===== src/hdl/assert_macros.svh =====
// Assertion macros shared by the k-mer counter RTL.
`ifndef ASSERT_MACROS_SVH
`define ASSERT_MACROS_SVH

// Property must hold at every clock edge outside reset.
`define KFC_ASSERT(label, prop, msg) \
	label: assert property (@(posedge clk) disable iff (!arst_n) prop) \
	else $error(msg);

// Condition must never be true at a clock edge outside reset.
`define KFC_NEVER(label, cond, msg) \
	label: assert property (@(posedge clk) disable iff (!arst_n) !(cond)) \
	else $error(msg);

`endif


===== src/hdl/kfc_pkg.sv =====
`timescale 1ns / 1ps
// Shared constants, codes and controller/datapath structs of the k-mer counter.
package kfc_pkg;

	localparam int KMER_LENGTH_DEF = 5;
	localparam int TABLE_DEPTH_DEF = 1024;

	localparam int SYMBOL_W    = 8;
	localparam int READ_IDX_W  = 10;
	localparam int KEY_OUT_W   = 40;
	localparam int COUNT_W     = 32;
	localparam int ENTRY_IDX_W = 10;

	localparam logic OP_FEED    = 1'b0;
	localparam logic OP_READ    = 1'b1;
	localparam logic KIND_COUNT = 1'b0;
	localparam logic KIND_READ  = 1'b1;

	typedef enum logic [1:0] {
		RES_HIT,
		RES_NEW,
		RES_DROP,
		RES_READ
	} res_sel_t;

	typedef struct packed {
		logic     take;
		logic     scan;
		logic     rd_issue;
		logic     hit_write;
		logic     append;
		logic     load;
		res_sel_t sel;
	} kfc_cmd_t;

	typedef struct packed {
		logic accepted;
		logic is_read;
		logic kmer_done;
		logic table_empty;
		logic table_full;
		logic hit;
		logic miss_end;
		logic out_free;
	} kfc_stat_t;

endpackage


===== src/hdl/kfc_ctrl.sv =====
`timescale 1ns / 1ps
// Controller state machine of the k-mer counter.
module kfc_ctrl import kfc_pkg::*; (
	input  logic      clk,
	input  logic      arst_n,
	input  kfc_stat_t st,
	output kfc_cmd_t  cmd
);

	typedef enum logic [2:0] {
		S_IDLE,
		S_RD_ISSUE,
		S_SEARCH,
		S_WRITE,
		S_APPEND,
		S_RESULT
	} state_t;

	state_t   state_q;
	res_sel_t sel_q;

	always_ff @(posedge clk or negedge arst_n) begin
		if (!arst_n) begin
			state_q <= S_IDLE;
			sel_q   <= RES_READ;
		end else begin
			unique case (state_q)
				S_IDLE: begin
					if (st.accepted) begin
						if (st.is_read) begin
							sel_q   <= RES_READ;
							state_q <= S_RD_ISSUE;
						end else if (st.kmer_done) begin
							// An empty table cannot hit, so go straight to insertion.
							state_q <= st.table_empty ? S_APPEND : S_SEARCH;
						end
					end
				end
				S_RD_ISSUE: begin
					state_q <= S_RESULT;
				end
				S_SEARCH: begin
					if (st.hit) begin
						sel_q   <= RES_HIT;
						state_q <= S_WRITE;
					end else if (st.miss_end) begin
						state_q <= S_APPEND;
					end
				end
				S_WRITE: begin
					state_q <= S_RESULT;
				end
				S_APPEND: begin
					sel_q   <= st.table_full ? RES_DROP : RES_NEW;
					state_q <= S_RESULT;
				end
				S_RESULT: begin
					if (st.out_free) begin
						state_q <= S_IDLE;
					end
				end
				default: begin
					state_q <= S_IDLE;
				end
			endcase
		end
	end

	always_comb begin
		cmd.take      = (state_q == S_IDLE);
		cmd.scan      = (state_q == S_SEARCH);
		cmd.rd_issue  = (state_q == S_RD_ISSUE);
		cmd.hit_write = (state_q == S_WRITE);
		cmd.append    = (state_q == S_APPEND) && !st.table_full;
		cmd.load      = (state_q == S_RESULT) && st.out_free;
		cmd.sel       = sel_q;
	end

endmodule


===== config.mk =====
export PLATFORM = sky130hd
export DESIGN_NAME = kfc_ctrl
export DESIGN_NICKNAME = d
export VERILOG_FILES = /design/src/hdl/assert_macros.svh /design/src/hdl/kfc_pkg.sv /design/src/hdl/kfc_ctrl.sv
export SDC_FILE = /design/constraint.sdc
export NUM_CORES = 1
export LEC_CHECK = 0
export BUFFER_PORTS_ARGS = -buffer_cell sky130_fd_sc_hd__buf_2
export CAP_MARGIN = 5
export CORE_AREA = 3 3 40 42
export CTS_CLUSTER_DIAMETER = 50
export DETAILED_ROUTE_END_ITERATION = 12
export DIE_AREA = 0 0 43 45
export SYNTH_ARGS = -nofsm -noshare
export SYNTH_HDL_FRONTEND = slang
export SYNTH_SLANG_ARGS = --single-unit

===== constraint.sdc =====
create_clock -name clk -period 1.45 [get_ports clk]
set_clock_uncertainty 0.15 [all_clocks]
set_input_delay 0.0725 -clock clk [delete_from_list [all_inputs] [get_ports clk]]
set_output_delay 0.0725 -clock clk [all_outputs]
set_load 0.01 [all_outputs]

* After elaboration in Yosys (flattened, before gate mapping)
Cells that the tools add are included.
** Word-level totals
- Register bits after elaboration :: 5
- Output and inout bits :: 8
- Word-level logic and storage cells :: 34
** Operators by class
- Equal/unequal tests :: 11
- Muxes and demuxes :: 13
- Reduce and logical (&&, ||, !) cells :: 8
** Operators with widths (number)
- $mux 3 :: 7
- $pmux 3 s4 :: 1
- $mux 2 :: 4
- $ne 2x2->1 const B :: 4
- $reduce_and 4->1 :: 2
- $eq 3x2->1 const B :: 2
- $eq 3x3->1 const B :: 2
- $ne 3x3->1 const B :: 2
- $pmux 2 s3 :: 1
- $eq 3x1->1 const B :: 1
- $logic_not 3->1 :: 1
- $reduce_bool 3->1 :: 1
- $reduce_or 3->1 :: 1
- $logic_and 1x1->1 :: 2
- $logic_not 1->1 :: 1

* Longest topological paths before layout
Gate-level depths: netlist of run 1.
- Depth in word-level cells :: 5
- Gate-level depth with buffers :: 4

* Worst setup path before layout of run 1
OpenSTA, ideal clock, no wires.
- Path type :: register -> register
- From :: reg state_q[1]
- To :: reg state_q[0]
- Setup time :: 137 ps
- Arrival :: 1139 ps
- Required time :: 1163 ps
- Slack :: 24 ps
- Cell stages (with the launch flop) :: 5
- Period minus slack after synthesis :: 1426 ps
- Cell sequence :: dfrtp_1 buf_6 or4_1 o311ai_0 o22ai_1
** Between the ends
- Longest elaborated chain between the ends :: 3
- Elaborated cells on any way between the ends :: 13
- Classes of those cells :: eq/ne (9); mux (1); reduce/logical (3)
** Ends and longest elaborated chain
- start: declaration :: line kfc_ctrl.sv:19 : state_t state_q;
- start signal: assignment :: line kfc_ctrl.sv:35 : state_q <= st.table_empty ? S_APPEND : S_SEARCH;
- $eq 3x2->1, or another cell as far along :: line kfc_ctrl.sv:27 : unique case (state_q)
- $reduce_or 3->1 (no source line), or another cell as far along
- $pmux 3 s4 or $reduce_and 4->1 (tied branches)
Several ways; a longest one is shown, not always the timed one.
A chain may end at the register's enable or synchronous reset.

* Final worst setup path of run 1
- From :: reg state_q[0]
- To :: reg state_q[0]
The elaborated chain is that of the path after synthesis.

==> tab_implementation.tex, run 1 <==
\begin{tabular}{lr}
\hline
Metric & Value \\
\hline
\multicolumn{2}{l}{\textbf{Drt}} \\
\quad Routed WL & 1370 µm \\
\quad Number of DRC markers in iteration 0 & 5 \\
\quad Routed length on met2 & 712 µm \\
\quad Detailed-route via count & 492 \\
\quad Pre-antenna DRT Iters & 3 \\
\quad Top layer used by detailed routing & met4 \\
\quad Number of routed nets with antenna violations & 0 \\
\quad Sum of met3 wire segment lengths after detailed routing & 54 µm \\
\quad Routed wire length per instance & 14.7 µm \\
\quad Number of vias per cell & 5.29 \\
\quad Sum of routed wire segments on met1 & 586 µm \\
\quad Residual DRC & 0 \\
\multicolumn{2}{l}{\textbf{Finish}} \\
\quad Reg area & 130 µm² \\
\quad Area Growth Syn to Fin & 97.7\% \\
\quad Final Util & 58.9\% \\
\quad Non-Filler Cell Area, Final & 757 µm² \\
\quad Ant. Diodes & 0 \\
\quad Fill cell count & 126 \\
\quad Combined area of the multi-input logic cells & 307 µm² \\
\quad Post-layout net count & 89 \\
\quad Share of final-layout standard cells stronger than drive strength 1 & 65.4\% \\
\multicolumn{2}{l}{\textbf{Clock tree}} \\
\quad CTS root buffer & clkbuf\_4 \\
\quad Buffer depth of the longest clock path & 2 \\
\quad Htree depth & 1 \\
\quad Register clock-pin slew on the reported worst setup and hold paths & 40 ps \\
\quad Worst-Skew Late Latency & 230 ps \\
\quad TritonCTS clock tree & done \\
\quad Number of sinks handled by clock tree synthesis & 5 \\
\quad Number of buffers created by CTS & 3 \\
\multicolumn{2}{l}{\textbf{Worst setup path}} \\
\quad Crit end category & flip-flop \\
\quad Slowest Stage Delay on Critical Path & 540 ps \\
\quad List of cells traversed by the critical path & or4b\_1 > o22ai\_2 > o22ai\_2 \\
\quad Setup Crit Path Kind & reg2reg \\
\quad Slowest cell on the critical path & or4b\_1 \\
\quad Critical path arrival & 1500 ps \\
\quad Crit path top cell by count & o22ai\_2 \\
\quad Crit-path max FO & 5 \\
\quad Required time at the endpoint of the critical path & 1410 ps \\
\quad Startpoint type of the worst setup path & flip-flop \\
\multicolumn{2}{l}{\textbf{Pwr}} \\
\quad Largest voltage drop on the vdd net & 848 µV \\
\quad LEAKAGE & 0.000341 µW \\
\quad Power density cells & 1910 mW/mm² \\
\multicolumn{2}{l}{\textbf{Logic synthesis}} \\
\quad Share of synthesized flip-flops with an asynchronous set or reset & 100\% \\
\quad Syn Area/Cell & 8.51 µm² \\
\quad Post-synthesis register bit count & 5 \\
\quad Share of the yosys chip area belonging to registers & 33.3\% \\
\quad Primary FF master, synth & dfrtp\_1 \\
\quad Warning count from the yosys run & 0 \\
\quad Post-Syn Nets & 55 \\
\quad Post-synth EDFFs & 0 \\
\quad Synthesized cell area & 383 µm² \\
\quad Unique cell type count in the Yosys netlist & 29 \\
\quad Synthesized netlist cell count & 45 \\
\multicolumn{2}{l}{\textbf{Global routing}} \\
\quad Total global routing overflow & 0 \\
\quad Total GRT Usage & 13.1\% \\
\quad Vias in the first global route & 434 \\
\quad Largest net degree at the start of global routing & 11 \\
\quad First-pass GRT wire length & 1860 µm \\
\quad Antenna violations before repair & 0 \\
\multicolumn{2}{l}{\textbf{Timing}} \\
\quad Transition time at the pin with the least slew margin & 381 ps \\
\quad Final number of max-transition violations & 0 \\
\quad Fin Setup TNS & -400 ps \\
\quad Final hold vios & 0 \\
\quad Fmax achieved & 649 MHz \\
\quad Worst slew margin & 74.5\% \\
\quad Worst hold slack & 17.2 ps \\
\quad RSZ-0062 raised after global routing & true \\
\quad Final number of setup-violating endpoints & 5 \\
\quad Post-layout worst setup margin & -90.9 ps \\
\quad Share of the clock period used by the worst path after layout & 106\% \\
\quad Time the final worst path needs with I/O delays and setup & 1540 ps \\
\multicolumn{2}{l}{\textbf{Floorplanning}} \\
\quad Boundary Pins & 18 \\
\quad Total Die Area & 0.00194 mm² \\
\quad Core Area & 0.00128 mm² \\
\quad Die width & 43 µm \\
\quad Num rows & 13 \\
\quad Floorplan die height & 45 µm \\
\quad Initial cell density of the core & 29.8\% \\
\multicolumn{2}{l}{\textbf{Placement}} \\
\quad Placement Cell Area & 503 µm² \\
\quad Routability cong. & 0.718 \\
\quad HPWL after detailed placement & 796 µm \\
\quad Count of buffers from port buffering & 17 \\
\multicolumn{2}{l}{\textbf{Job}} \\
\quad Max Cap Violations & 0 \\
\multicolumn{2}{l}{\textbf{Status}} \\
\quad Result of the run & finished with violations \\
\quad Violated checks & setup timing \\
\multicolumn{2}{l}{\textbf{Min path}} \\
\quad Worst hold-check path type & in2async \\
\hline
\end{tabular}
==> layer usage <==
metal / GRT usage [%] / vias to the layer above
met1: 16.6 / 238
li1: - / 241
met2: 21.3 / 11
met4: 7.23 / 0
met3: 2.39 / 2
met5: 0 / -
==> worst paths after layout <==
kind	slack, ps	depth (start not counted)	startpoint	to
min reg2reg	350	1	sel_q[0]$_DFFE_PN1P_	sel_q[0]$_DFFE_PN1P_
max	-90	3	state_q[0]$_DFFE_PN0P_	state_q[0]$_DFFE_PN0P_
max in group asynchronous	930	2	arst_n	sel_q[1]$_DFFE_PN1P_
min	20	2	arst_n	state_q[0]$_DFFE_PN0P_
min in group clk	20	3	st[1]	state_q[0]$_DFFE_PN0P_
max reg2reg	-90	3	state_q[0]$_DFFE_PN0P_	state_q[0]$_DFFE_PN0P_
==> placed cells by master (no fill, tap or decap), types with 2 or more instances in the layout <==
master,count
and3_4,2
o22ai_2,2
dfrtp_2,2
clkbuf_4,3
buf_4,5
nor3_4,3
buf_6,8
nand2_1,5
buf_2,14
dlygate4sd3_1,4
inv_2,2
dfstp_2,2
==> sequential cells by signal, summed over array words and instances (netlist names) <==
signal / count
state_q: 3
sel_q: 2
==> metrics by stage <==
step,setup slack [ps],total power [µW],instances
2_1_floorplan,24.3,622,45
3_3_place_gp,1.31,815,79
3_5_place_dp,-27.1,827,79
4_1_cts,-107,1160,91
5_1_grt,-129,1540,93
6_report,-90.9,1440,93
==> cells in the mapped netlist, types with 2 or more instances <==
master | count | share of area (%)
inv_1 | 4 | 3.9
dfrtp_1 | 3 | 20
and3_1 | 2 | 3.3
o21ai_0 | 2 | 2.6
dfstp_2 | 2 | 14
buf_2 | 2 | 2.6
nor3_1 | 4 | 5.2
nand2_1 | 5 | 4.9
==> cell families (layout without fill, tap and decap cells) <==
group	after synthesis	in the layout	synth area share [%]
buffers and inverters	7	40	9.48
AO/OA/AOI/OAI	14	14	29.7
flip-flops	5	5	33.3
AND/OR/NAND/NOR	19	19	27.5
==> critical path, delay by kind of cell (launching register included) <==
kind | cells | cell delay (ps)
AO/OA/AOI/OAI | 2 | 300
flip-flops | 1 | 430
AND/OR/NAND/NOR | 1 | 540
==> cell type report <==
cell class                 count  area share (%)
inverter                       4            2.31
clock buffer                   4            3.47
sequential                     5            17.2
tap                           15            2.48
multi-input combinational     33            40.5
timing repair buffer          32            34.0
==> power breakdown <==
part	leakage (µW)	internal [µW]	total [µW]	switching, µW
clock network	0.0000150	104	154	50.8
logic	0.000272	533	1000	471
registers	0.0000544	225	285	59.9
==> repair_timing <==
action,in CTS,in global routing
hold endpoints to repair,8,0
setup buffers,4,2
pin swaps,8,8
hold buffers,4,0
gates resized for setup,14,21
endpoints found under the setup margin,6,11
cloned,0,0
Power figures use the tool's default switching activity.
==> inputs of run 2 (changes only) <==
--- a/config.mk
+++ b/config.mk
@@ -7,10 +7,12 @@
 export LEC_CHECK = 0
 export BUFFER_PORTS_ARGS = -buffer_cell sky130_fd_sc_hd__buf_2
 export CAP_MARGIN = 5
-export CORE_AREA = 3 3 40 42
+export CELL_PAD_IN_SITES_DETAIL_PLACEMENT = 0
+export CELL_PAD_IN_SITES_GLOBAL_PLACEMENT = 1
+export CORE_UTILIZATION = 27
 export CTS_CLUSTER_DIAMETER = 50
 export DETAILED_ROUTE_END_ITERATION = 12
-export DIE_AREA = 0 0 43 45
+export PLACE_DENSITY_LB_ADDON = 0.1
 export SYNTH_ARGS = -nofsm -noshare
 export SYNTH_HDL_FRONTEND = slang
 export SYNTH_SLANG_ARGS = --single-unit
==> run 2 against run 1 <==
  * The run still ends with setup timing left
  * First-iteration DRC count grew to 3.8 times the previous value
  * Highest routed layer unchanged
  * Flip-flop and latch count stayed put
  * Register-to-register slack better by 50 ps
  * Non-clock buffer count rose by 5
  * Utilization down 3.7 points
  * Largest cell class is now non-clock buffers
  * Via count up 2.8%
  * Largest power group unchanged
==> tab_implementation.tex, run 2 (same netlist as run 1, synthesis figures left out) <==
\begin{tabular}{lr}
\hline
Metric & Value \\
\hline
\multicolumn{2}{l}{\textbf{Status}} \\
\quad Result of the run & finished with violations \\
\quad Violated checks & setup timing \\
\multicolumn{2}{l}{\textbf{Pwr}} \\
\quad Power density cells & 1810 mW/mm² (-5.1\%) \\
\quad LEAKAGE & 0.000335 µW (-1.9\%) \\
\quad Largest voltage drop on the vdd net & 768 µV (-9.4\%) \\
\multicolumn{2}{l}{\textbf{Drt}} \\
\quad Number of vias per cell & 5.16 (-2.4\%) \\
\quad Top layer used by detailed routing & met4 \\
\quad Sum of routed wire segments on met1 & 529 µm (-9.7\%) \\
\quad Routed wire length per instance & 12.6 µm (-14\%) \\
\quad Residual DRC & 0 (unchanged) \\
\quad Routed WL & 1230 µm (-9.9\%) \\
\quad Pre-antenna DRT Iters & 5 (+2) \\
\quad Routed length on met2 & 597 µm (-16\%) \\
\quad Sum of met3 wire segment lengths after detailed routing & 68 µm (+26\%) \\
\quad Number of routed nets with antenna violations & 0 (unchanged) \\
\quad Detailed-route via count & 506 (+2.8\%) \\
\quad Number of DRC markers in iteration 0 & 19 (+14) \\
\multicolumn{2}{l}{\textbf{Worst setup path}} \\
\quad Register-to-register setup slack & -40 ps (+50 ps) \\
\quad Beginning of the worst register-to-register path & state\_q[1]\$\_DFFE\_PN0P\_ \\
\quad Startpoint type of the worst setup path & flip-flop \\
\quad Crit path top cell by count & buf\_6 \\
\quad Setup Crit Path Kind & reg2out \\
\quad Worst R2R End & state\_q[2]\$\_DFFE\_PN0P\_ \\
\quad Critical path arrival & 1310 ps (-190 ps) \\
\quad Required time at the endpoint of the critical path & 1230 ps (-180 ps) \\
\quad List of cells traversed by the critical path & buf\_6 > and2b\_2 > and3\_4 > buf\_6 \\
\quad Crit-path max FO & 6 (+1) \\
\quad Worst reg2reg path depth & 5 (+2) \\
\quad Slowest cell on the critical path & dfrtp\_2 \\
\quad Crit end category & output pin \\
\quad Slowest Stage Delay on Critical Path & 430 ps (-110 ps) \\
\multicolumn{2}{l}{\textbf{Timing}} \\
\quad Fmax achieved & 651 MHz (+0.39\%) \\
\quad Time the final worst path needs with I/O delays and setup & 1530 ps (-5.92 ps) \\
\quad RSZ-0062 raised after global routing & true \\
\quad Share of the clock period used by the worst path after layout & 106\% (-0.41 points) \\
\quad Fin Setup TNS & -254 ps (+147 ps) \\
\quad Transition time at the pin with the least slew margin & 299 ps (-81.7 ps) \\
\quad Worst slew margin & 80.1\% (+5.5 points) \\
\quad Final number of setup-violating endpoints & 6 (+1) \\
\quad Final number of max-transition violations & 0 (unchanged) \\
\quad Final hold vios & 0 (unchanged) \\
\quad Post-layout worst setup margin & -84.9 ps (+5.92 ps) \\
\multicolumn{2}{l}{\textbf{Job}} \\
\quad Max Cap Violations & 0 (unchanged) \\
\multicolumn{2}{l}{\textbf{Finish}} \\
\quad Most frequent standard cell in the layout excluding fill and tap cells & buf\_2 \\
\quad Final Util & 55.2\% (-3.7 points) \\
\quad Largest register by flop count & state\_q \\
\quad Top Registers & state\_q (3), sel\_q (2) \\
\quad Area Growth Syn to Fin & 89.9\% \\
\quad Share of final-layout standard cells stronger than drive strength 1 & 62.7\% (-2.7 points) \\
\quad Number of flip-flops in the largest register & 3 (unchanged) \\
\quad Top library cells by usage in the layout, fill and taps aside & buf\_2, buf\_4, buf\_6, nand2\_1, dlygate4sd3\_1 \\
\quad Ant. Diodes & 0 (unchanged) \\
\quad Post-layout net count & 94 (+5.6\%) \\
\multicolumn{2}{l}{\textbf{Clock tree}} \\
\quad Number of sinks handled by clock tree synthesis & 5 (unchanged) \\
\quad Number of buffers created by CTS & 3 (unchanged) \\
\quad Buffer depth of the longest clock path & 2 (unchanged) \\
\quad Register clock-pin slew on the reported worst setup and hold paths & 50 ps (about the same) \\
\quad TritonCTS clock tree & done \\
\quad Htree depth & 1 (unchanged) \\
\quad Worst-Skew Late Latency & 250 ps (+20 ps) \\
\quad CTS root buffer & clkbuf\_4 \\
\multicolumn{2}{l}{\textbf{Floorplanning}} \\
\quad Floorplan die height & 39.7 µm (-12\%) \\
\quad Total Die Area & 0.00157 mm² (-19\%) \\
\quad Num rows & 13 (unchanged) \\
\quad Die width & 39.7 µm (-7.8\%) \\
\quad Initial cell density of the core & 29.1\% (-0.74 points) \\
\quad Core Area & 0.00132 mm² (+2.5\%) \\
\quad Boundary Pins & 18 (unchanged) \\
\multicolumn{2}{l}{\textbf{Global routing}} \\
\quad Total global routing overflow & 0 (unchanged) \\
\quad Total GRT Usage & 18.6\% (+5.5 points) \\
\quad Largest net degree at the start of global routing & 8 (-3) \\
\quad Vias in the first global route & 465 (+7.1\%) \\
\quad First-pass GRT wire length & 1890 µm (+1.4\%) \\
\quad Antenna violations before repair & 0 (unchanged) \\
\multicolumn{2}{l}{\textbf{Placement}} \\
\quad Pre-CTS setup slack & -57.2 ps (-30.1 ps) \\
\quad Count of buffers from port buffering & 17 (unchanged) \\
\quad HPWL after detailed placement & 754 µm (-5.3\%) \\
\quad Routability cong. & 0.783 (+9.1\%) \\
\multicolumn{2}{l}{\textbf{Min path}} \\
\quad Worst hold-check path type & in2async \\
\hline
\end{tabular}
## run 2: worst max-delay path by stage
stage / startpoint / end / slack (ps) / depth (start not counted)
finish: state_q[2]$_DFFE_PN0P_ / cmd[3] / -80 / 4
global route: state_q[2]$_DFFE_PN0P_ / cmd[3] / -120 / 4
CTS: state_q[1]$_DFFE_PN0P_ / cmd[3] / -70 / 4
detailed placement: state_q[2]$_DFFE_PN0P_ / state_q[0]$_DFFE_PN0P_ / -60 / 3
global placement: state_q[1]$_DFFE_PN0P_ / state_q[1]$_DFFE_PN0P_ / -70 / 3
floorplan: state_q[1]$_DFFE_PN0P_ / state_q[0]$_DFFE_PN0P_ / 20 / 4
## run 2: stage by stage
stage	hold WS [ps]	instance area [µm²]	cells	power, µW
after floorplan	-373	383	45	622
after detailed placement	-258	518	81	863
after CTS	13.7	682	98	1220
final	19.2	727	98	1320
after global routing	21.1	727	98	1420
after global placement	-257	518	81	881
## run 2: layer usage
layer,global-route usage [%],vias up
met5,0,-
met4,15.5,0
met3,1.70,4
met2,28.7,19
met1,22.8,234
li1,-,249
## run 2: repair_timing
action                                  4_1_cts  5_1_grt
gates resized for setup                       9       13
hold buffers                                  5        0
cloned                                        0        0
endpoints found under the setup margin        8       10
setup buffers                                 8        0
endpoints found under the hold margin         8        0
pin swaps                                     5        3
## run 2: area by class of cell
cell class / instances / area [µm²]
multi-input cells: 33 / 256
well taps: 15 / 18.8
clock buffers: 4 / 26.3
fillers: 121 / 591
inverters: 4 / 18.8
flip-flops and latches: 5 / 131
repair buffers: 37 / 275
## run 2: worst max-delay path: cells and delay by family, from the launching register on
kind / cells / cell delay [ps]
flops: 1 / 430
simple gates: 2 / 380
buf+inv: 2 / 240
## run 2: power breakdown
| group | total (µW) | internal, µW | switching [µW] |
|---|---|---|---|
| registers | 296 | 227 | 68.1 |
| clock network | 164 | 104 | 59.9 |
| logic | 856 | 482 | 374 |
| total | 1320 | 814 | 502 |
==> inputs of run 3 (changes only) <==
--- a/config.mk
+++ b/config.mk
@@ -5,11 +5,12 @@
 export SDC_FILE = /design/constraint.sdc
 export NUM_CORES = 1
 export LEC_CHECK = 0
-export BUFFER_PORTS_ARGS = -buffer_cell sky130_fd_sc_hd__buf_2
+export BUFFER_PORTS_ARGS = -buffer_cell sky130_fd_sc_hd__buf_4
 export CAP_MARGIN = 5
 export CELL_PAD_IN_SITES_DETAIL_PLACEMENT = 0
 export CELL_PAD_IN_SITES_GLOBAL_PLACEMENT = 1
-export CORE_UTILIZATION = 27
+export CORE_UTILIZATION = 29
+export CTS_BUF_LIST = sky130_fd_sc_hd__clkbuf_8
 export CTS_CLUSTER_DIAMETER = 50
 export DETAILED_ROUTE_END_ITERATION = 12
 export PLACE_DENSITY_LB_ADDON = 0.1
==> constraint.sdc (replaced) <==
create_clock -name clk -period 1.45 [get_ports clk]
set_clock_uncertainty 0.15 [all_clocks]
set_input_delay 0.2175 -clock clk [delete_from_list [all_inputs] [get_ports clk]]
set_output_delay 0.2175 -clock clk [all_outputs]
set_load 0.01 [all_outputs]
==> run 3 against run 2 <==
  * The flow still finishes with violations (setup timing)
  * First-iteration DRC count is 32% lower
  * Fmax is 5.9% lower
  * Sequential power is 2% lower
  * Clock power is 48% higher
  * Largest power group unchanged
  * Largest cell class is now multi-input gates
  * Non-clock buffer count is 6 lower
==> tab_implementation.tex, run 3 (same netlist as run 1, synthesis figures left out) <==
\begin{tabular}{lr}
\hline
Metric & Value \\
\hline
\multicolumn{2}{l}{\textbf{Clock tree}} \\
\quad CTS root buffer & clkbuf\_8 \\
\quad Htree depth & 1 (unchanged) \\
\quad Number of buffers created by CTS & 3 (unchanged) \\
\quad Register clock-pin slew on the reported worst setup and hold paths & 30 ps (-20 ps) \\
\quad Worst-Skew Late Latency & 220 ps (-30 ps) \\
\quad TritonCTS clock tree & done \\
\quad Buffer depth of the longest clock path & 2 (unchanged) \\
\quad Number of sinks handled by clock tree synthesis & 5 (unchanged) \\
\multicolumn{2}{l}{\textbf{Min path}} \\
\quad Worst hold-check path type & in2reg \\
\quad Hold path startpoint & st[0] \\
\quad Hold Path Depth & 2 \\
\quad Capture endpoint of the worst hold path & state\_q[0]\$\_DFFE\_PN0P\_ \\
\multicolumn{2}{l}{\textbf{Placement}} \\
\quad Pre-CTS setup slack & -53.6 ps (+3.66 ps) \\
\quad HPWL after detailed placement & 758 µm (+0.57\%) \\
\quad Count of buffers from port buffering & 17 (unchanged) \\
\quad Routability cong. & 0.833 (+6.4\%) \\
\quad Placement Cell Area & 552 µm² (+6.5\%) \\
\multicolumn{2}{l}{\textbf{Finish}} \\
\quad Post-layout net count & 88 (-6.4\%) \\
\quad Top Registers & state\_q (3), sel\_q (2) \\
\quad Largest register by flop count & state\_q \\
\quad Number of flip-flops in the largest register & 3 (unchanged) \\
\quad Non-Filler Cell Area, Final & 797 µm² (+9.6\%) \\
\quad Top library cells by usage in the layout, fill and taps aside & buf\_4, buf\_6, nand2\_1, nor3\_2, clkbuf\_8 \\
\quad Share of final-layout standard cells stronger than drive strength 1 & 68.8\% (+6.2 points) \\
\quad Ant. Diodes & 0 (unchanged) \\
\quad Area Growth Syn to Fin & 108\% \\
\quad Most frequent standard cell in the layout excluding fill and tap cells & buf\_4 \\
\multicolumn{2}{l}{\textbf{Pwr}} \\
\quad Switching power share of the total & 37.6\% (-0.49 points) \\
\quad Logic pwr share & 66.9\% (+1.8 points) \\
\quad Post-layout total power & 1610 µW (+23\%) \\
\quad Clock network power share & 15.0\% (+2.5 points) \\
\quad Power density cells & 2020 mW/mm² (+12\%) \\
\quad LEAKAGE & 0.000354 µW (+5.8\%) \\
\quad Net switching component of the power & 607 µW (+21\%) \\
\quad Largest voltage drop on the vdd net & 1340 µV (+75\%) \\
\quad Internal power of the cells & 1010 µW (+24\%) \\
\quad Sequential cell fraction of total power & 18.1\% (-4.4 points) \\
\multicolumn{2}{l}{\textbf{Worst setup path}} \\
\quad Worst R2R End & state\_q[0]\$\_DFFE\_PN0P\_ \\
\quad Crit end category & flip-flop \\
\quad Buffers \& Inverters on Critical Path & 1 (-1) \\
\quad Startpoint type of the worst setup path & flip-flop \\
\quad Slowest cell on the critical path & or4b\_4 \\
\quad Critical path arrival & 1560 ps (+250 ps) \\
\quad Register-to-register setup slack & -180 ps (-140 ps) \\
\quad Setup Crit Path Kind & reg2reg \\
\quad Beginning of the worst register-to-register path & state\_q[0]\$\_DFFE\_PN0P\_ \\
\quad Crit-path max FO & 4 (-2) \\
\quad Crit path max-delay family & simple AND/OR/NAND/NOR gates \\
\quad Worst reg2reg path depth & 4 (-1) \\
\quad Required time at the endpoint of the critical path & 1380 ps (+150 ps) \\
\quad Slowest Stage Delay on Critical Path & 540 ps (+110 ps) \\
\quad List of cells traversed by the critical path & buf\_6 > or4b\_4 > o22ai\_4 > o22ai\_2 \\
\multicolumn{2}{l}{\textbf{Global routing}} \\
\quad Total global routing overflow & 0 (unchanged) \\
\quad Antenna violations before repair & 0 (unchanged) \\
\quad Largest net degree at the start of global routing & 9 (+1) \\
\quad First-pass GRT wire length & 1840 µm (-2.5\%) \\
\quad Total GRT Usage & 18.2\% (-0.40 points) \\
\quad Vias in the first global route & 456 (-1.9\%) \\
\multicolumn{2}{l}{\textbf{Job}} \\
\quad Max Cap Violations & 0 (unchanged) \\
\multicolumn{2}{l}{\textbf{Timing}} \\
\quad Post-layout worst setup margin & -182 ps (-96.7 ps) \\
\quad Transition time at the pin with the least slew margin & 376 ps (+76.9 ps) \\
\quad Worst hold slack & 79.6 ps (+60.4 ps) \\
\quad Share of the clock period used by the worst path after layout & 113\% (+6.7 points) \\
\quad Final hold vios & 0 (unchanged) \\
\quad Final number of setup-violating endpoints & 8 (+2) \\
\quad Time the final worst path needs with I/O delays and setup & 1630 ps (+96.7 ps) \\
\quad Fin Setup TNS & -1190 ps (-936 ps) \\
\quad Fmax achieved & 613 MHz (-5.9\%) \\
\quad Worst slew margin & 74.9\% (-5.2 points) \\
\quad RSZ-0062 raised after global routing & true \\
\quad Final number of max-transition violations & 0 (unchanged) \\
\multicolumn{2}{l}{\textbf{Floorplanning}} \\
\quad Core Area & 0.00117 mm² (-11\%) \\
\quad Floorplan die height & 38.3 µm (-3.3\%) \\
\quad Total Die Area & 0.00147 mm² (-6.5\%) \\
\quad Num rows & 12 (-1) \\
\quad Die width & 38.3 µm (-3.3\%) \\
\quad Boundary Pins & 18 (unchanged) \\
\quad Initial cell density of the core & 32.7\% (+3.6 points) \\
\multicolumn{2}{l}{\textbf{Drt}} \\
\quad Routed WL & 1330 µm (+7.7\%) \\
\quad Number of routed nets with antenna violations & 0 (unchanged) \\
\quad Residual DRC & 0 (unchanged) \\
\quad Number of DRC markers in iteration 0 & 13 (-6) \\
\quad Number of vias per cell & 5.19 (+0.46\%) \\
\quad Routed wire length per instance & 14.6 µm (+16\%) \\
\quad Pre-antenna DRT Iters & 4 (-1) \\
\quad Detailed-route via count & 472 (-6.7\%) \\
\multicolumn{2}{l}{\textbf{Status}} \\
\quad Result of the run & finished with violations \\
\quad Violated checks & setup timing \\
\hline
\end{tabular}
==> run 3: cell types whose count changed in the layout (fill, tap and decap cells not counted), sizes merged <==
cell / delta
inv: +1
clkbuf: -1
dlygate4sd3: -4
buf: -2
==> run 3: repair_timing <==
action | CTS | global route
gates resized for setup | 22 | 10
pin swaps | 10 | 4
hold buffers | 1 | 0
endpoints found under the hold margin | 5 | 0
setup endpoints to repair | 9 | 10
setup buffers | 7 | 1
==> run 3: power by group through the flow <==
stage	combinational [µW]	sequential, µW	clock, µW
floorplan	346	277	0
global placement	633	279	0
detailed placement	621	279	0
CTS	949	283	249
global route	1150	293	251
finish	1080	291	242
==> run 3: cell type report <==
cell class                 instances  area, µm²
clock buffer                       3       41.3
clock inverter                     1       3.75
fill                              84        374
inverter                           4       21.3
multi-input combinational         33        319
sequential                         5        129
tap                               14       17.5
timing repair buffer              31        265
==> run 3: worst max-delay path by stage <==
stage,depth (start not counted),start,slack [ps],end
detailed placement,3,state_q[2]$_DFFE_PN0P_,-50,state_q[0]$_DFFE_PN0P_
finish,4,state_q[0]$_DFFE_PN0P_,-180,state_q[0]$_DFFE_PN0P_
global placement,3,state_q[2]$_DFFE_PN0P_,-40,state_q[0]$_DFFE_PN0P_
floorplan,4,state_q[1]$_DFFE_PN0P_,20,state_q[0]$_DFFE_PN0P_
CTS,4,state_q[2]$_DFFE_PN0P_,-140,cmd[2]
global route,4,state_q[0]$_DFFE_PN0P_,-210,state_q[0]$_DFFE_PN0P_
==> run 3: worst register-to-register path: stages, from the launching register on <==
cell and delay (ps):
dfrtp_1 420, buf_6 140, or4b_4 540, o22ai_4 160
o22ai_2 90
==> run 3: per-layer routing <==
metal,GRT usage (%),up-vias,share of wire [%]
met1,19.9,222,48
met5,0,-,0
met4,10.3,0,0
met3,1.74,0,2.7
li1,-,238,-
met2,33.5,12,49
==> run 3: stage by stage <==
| stage | utilization (%) | cells |
|---|---|---|
| finish | 68.1 | 91 |
| global route | 68.1 | 91 |
| CTS | 63.8 | 91 |
| detailed placement | 47.1 | 79 |
| global placement | 47.1 | 79 |
| floorplan | - | 45 |
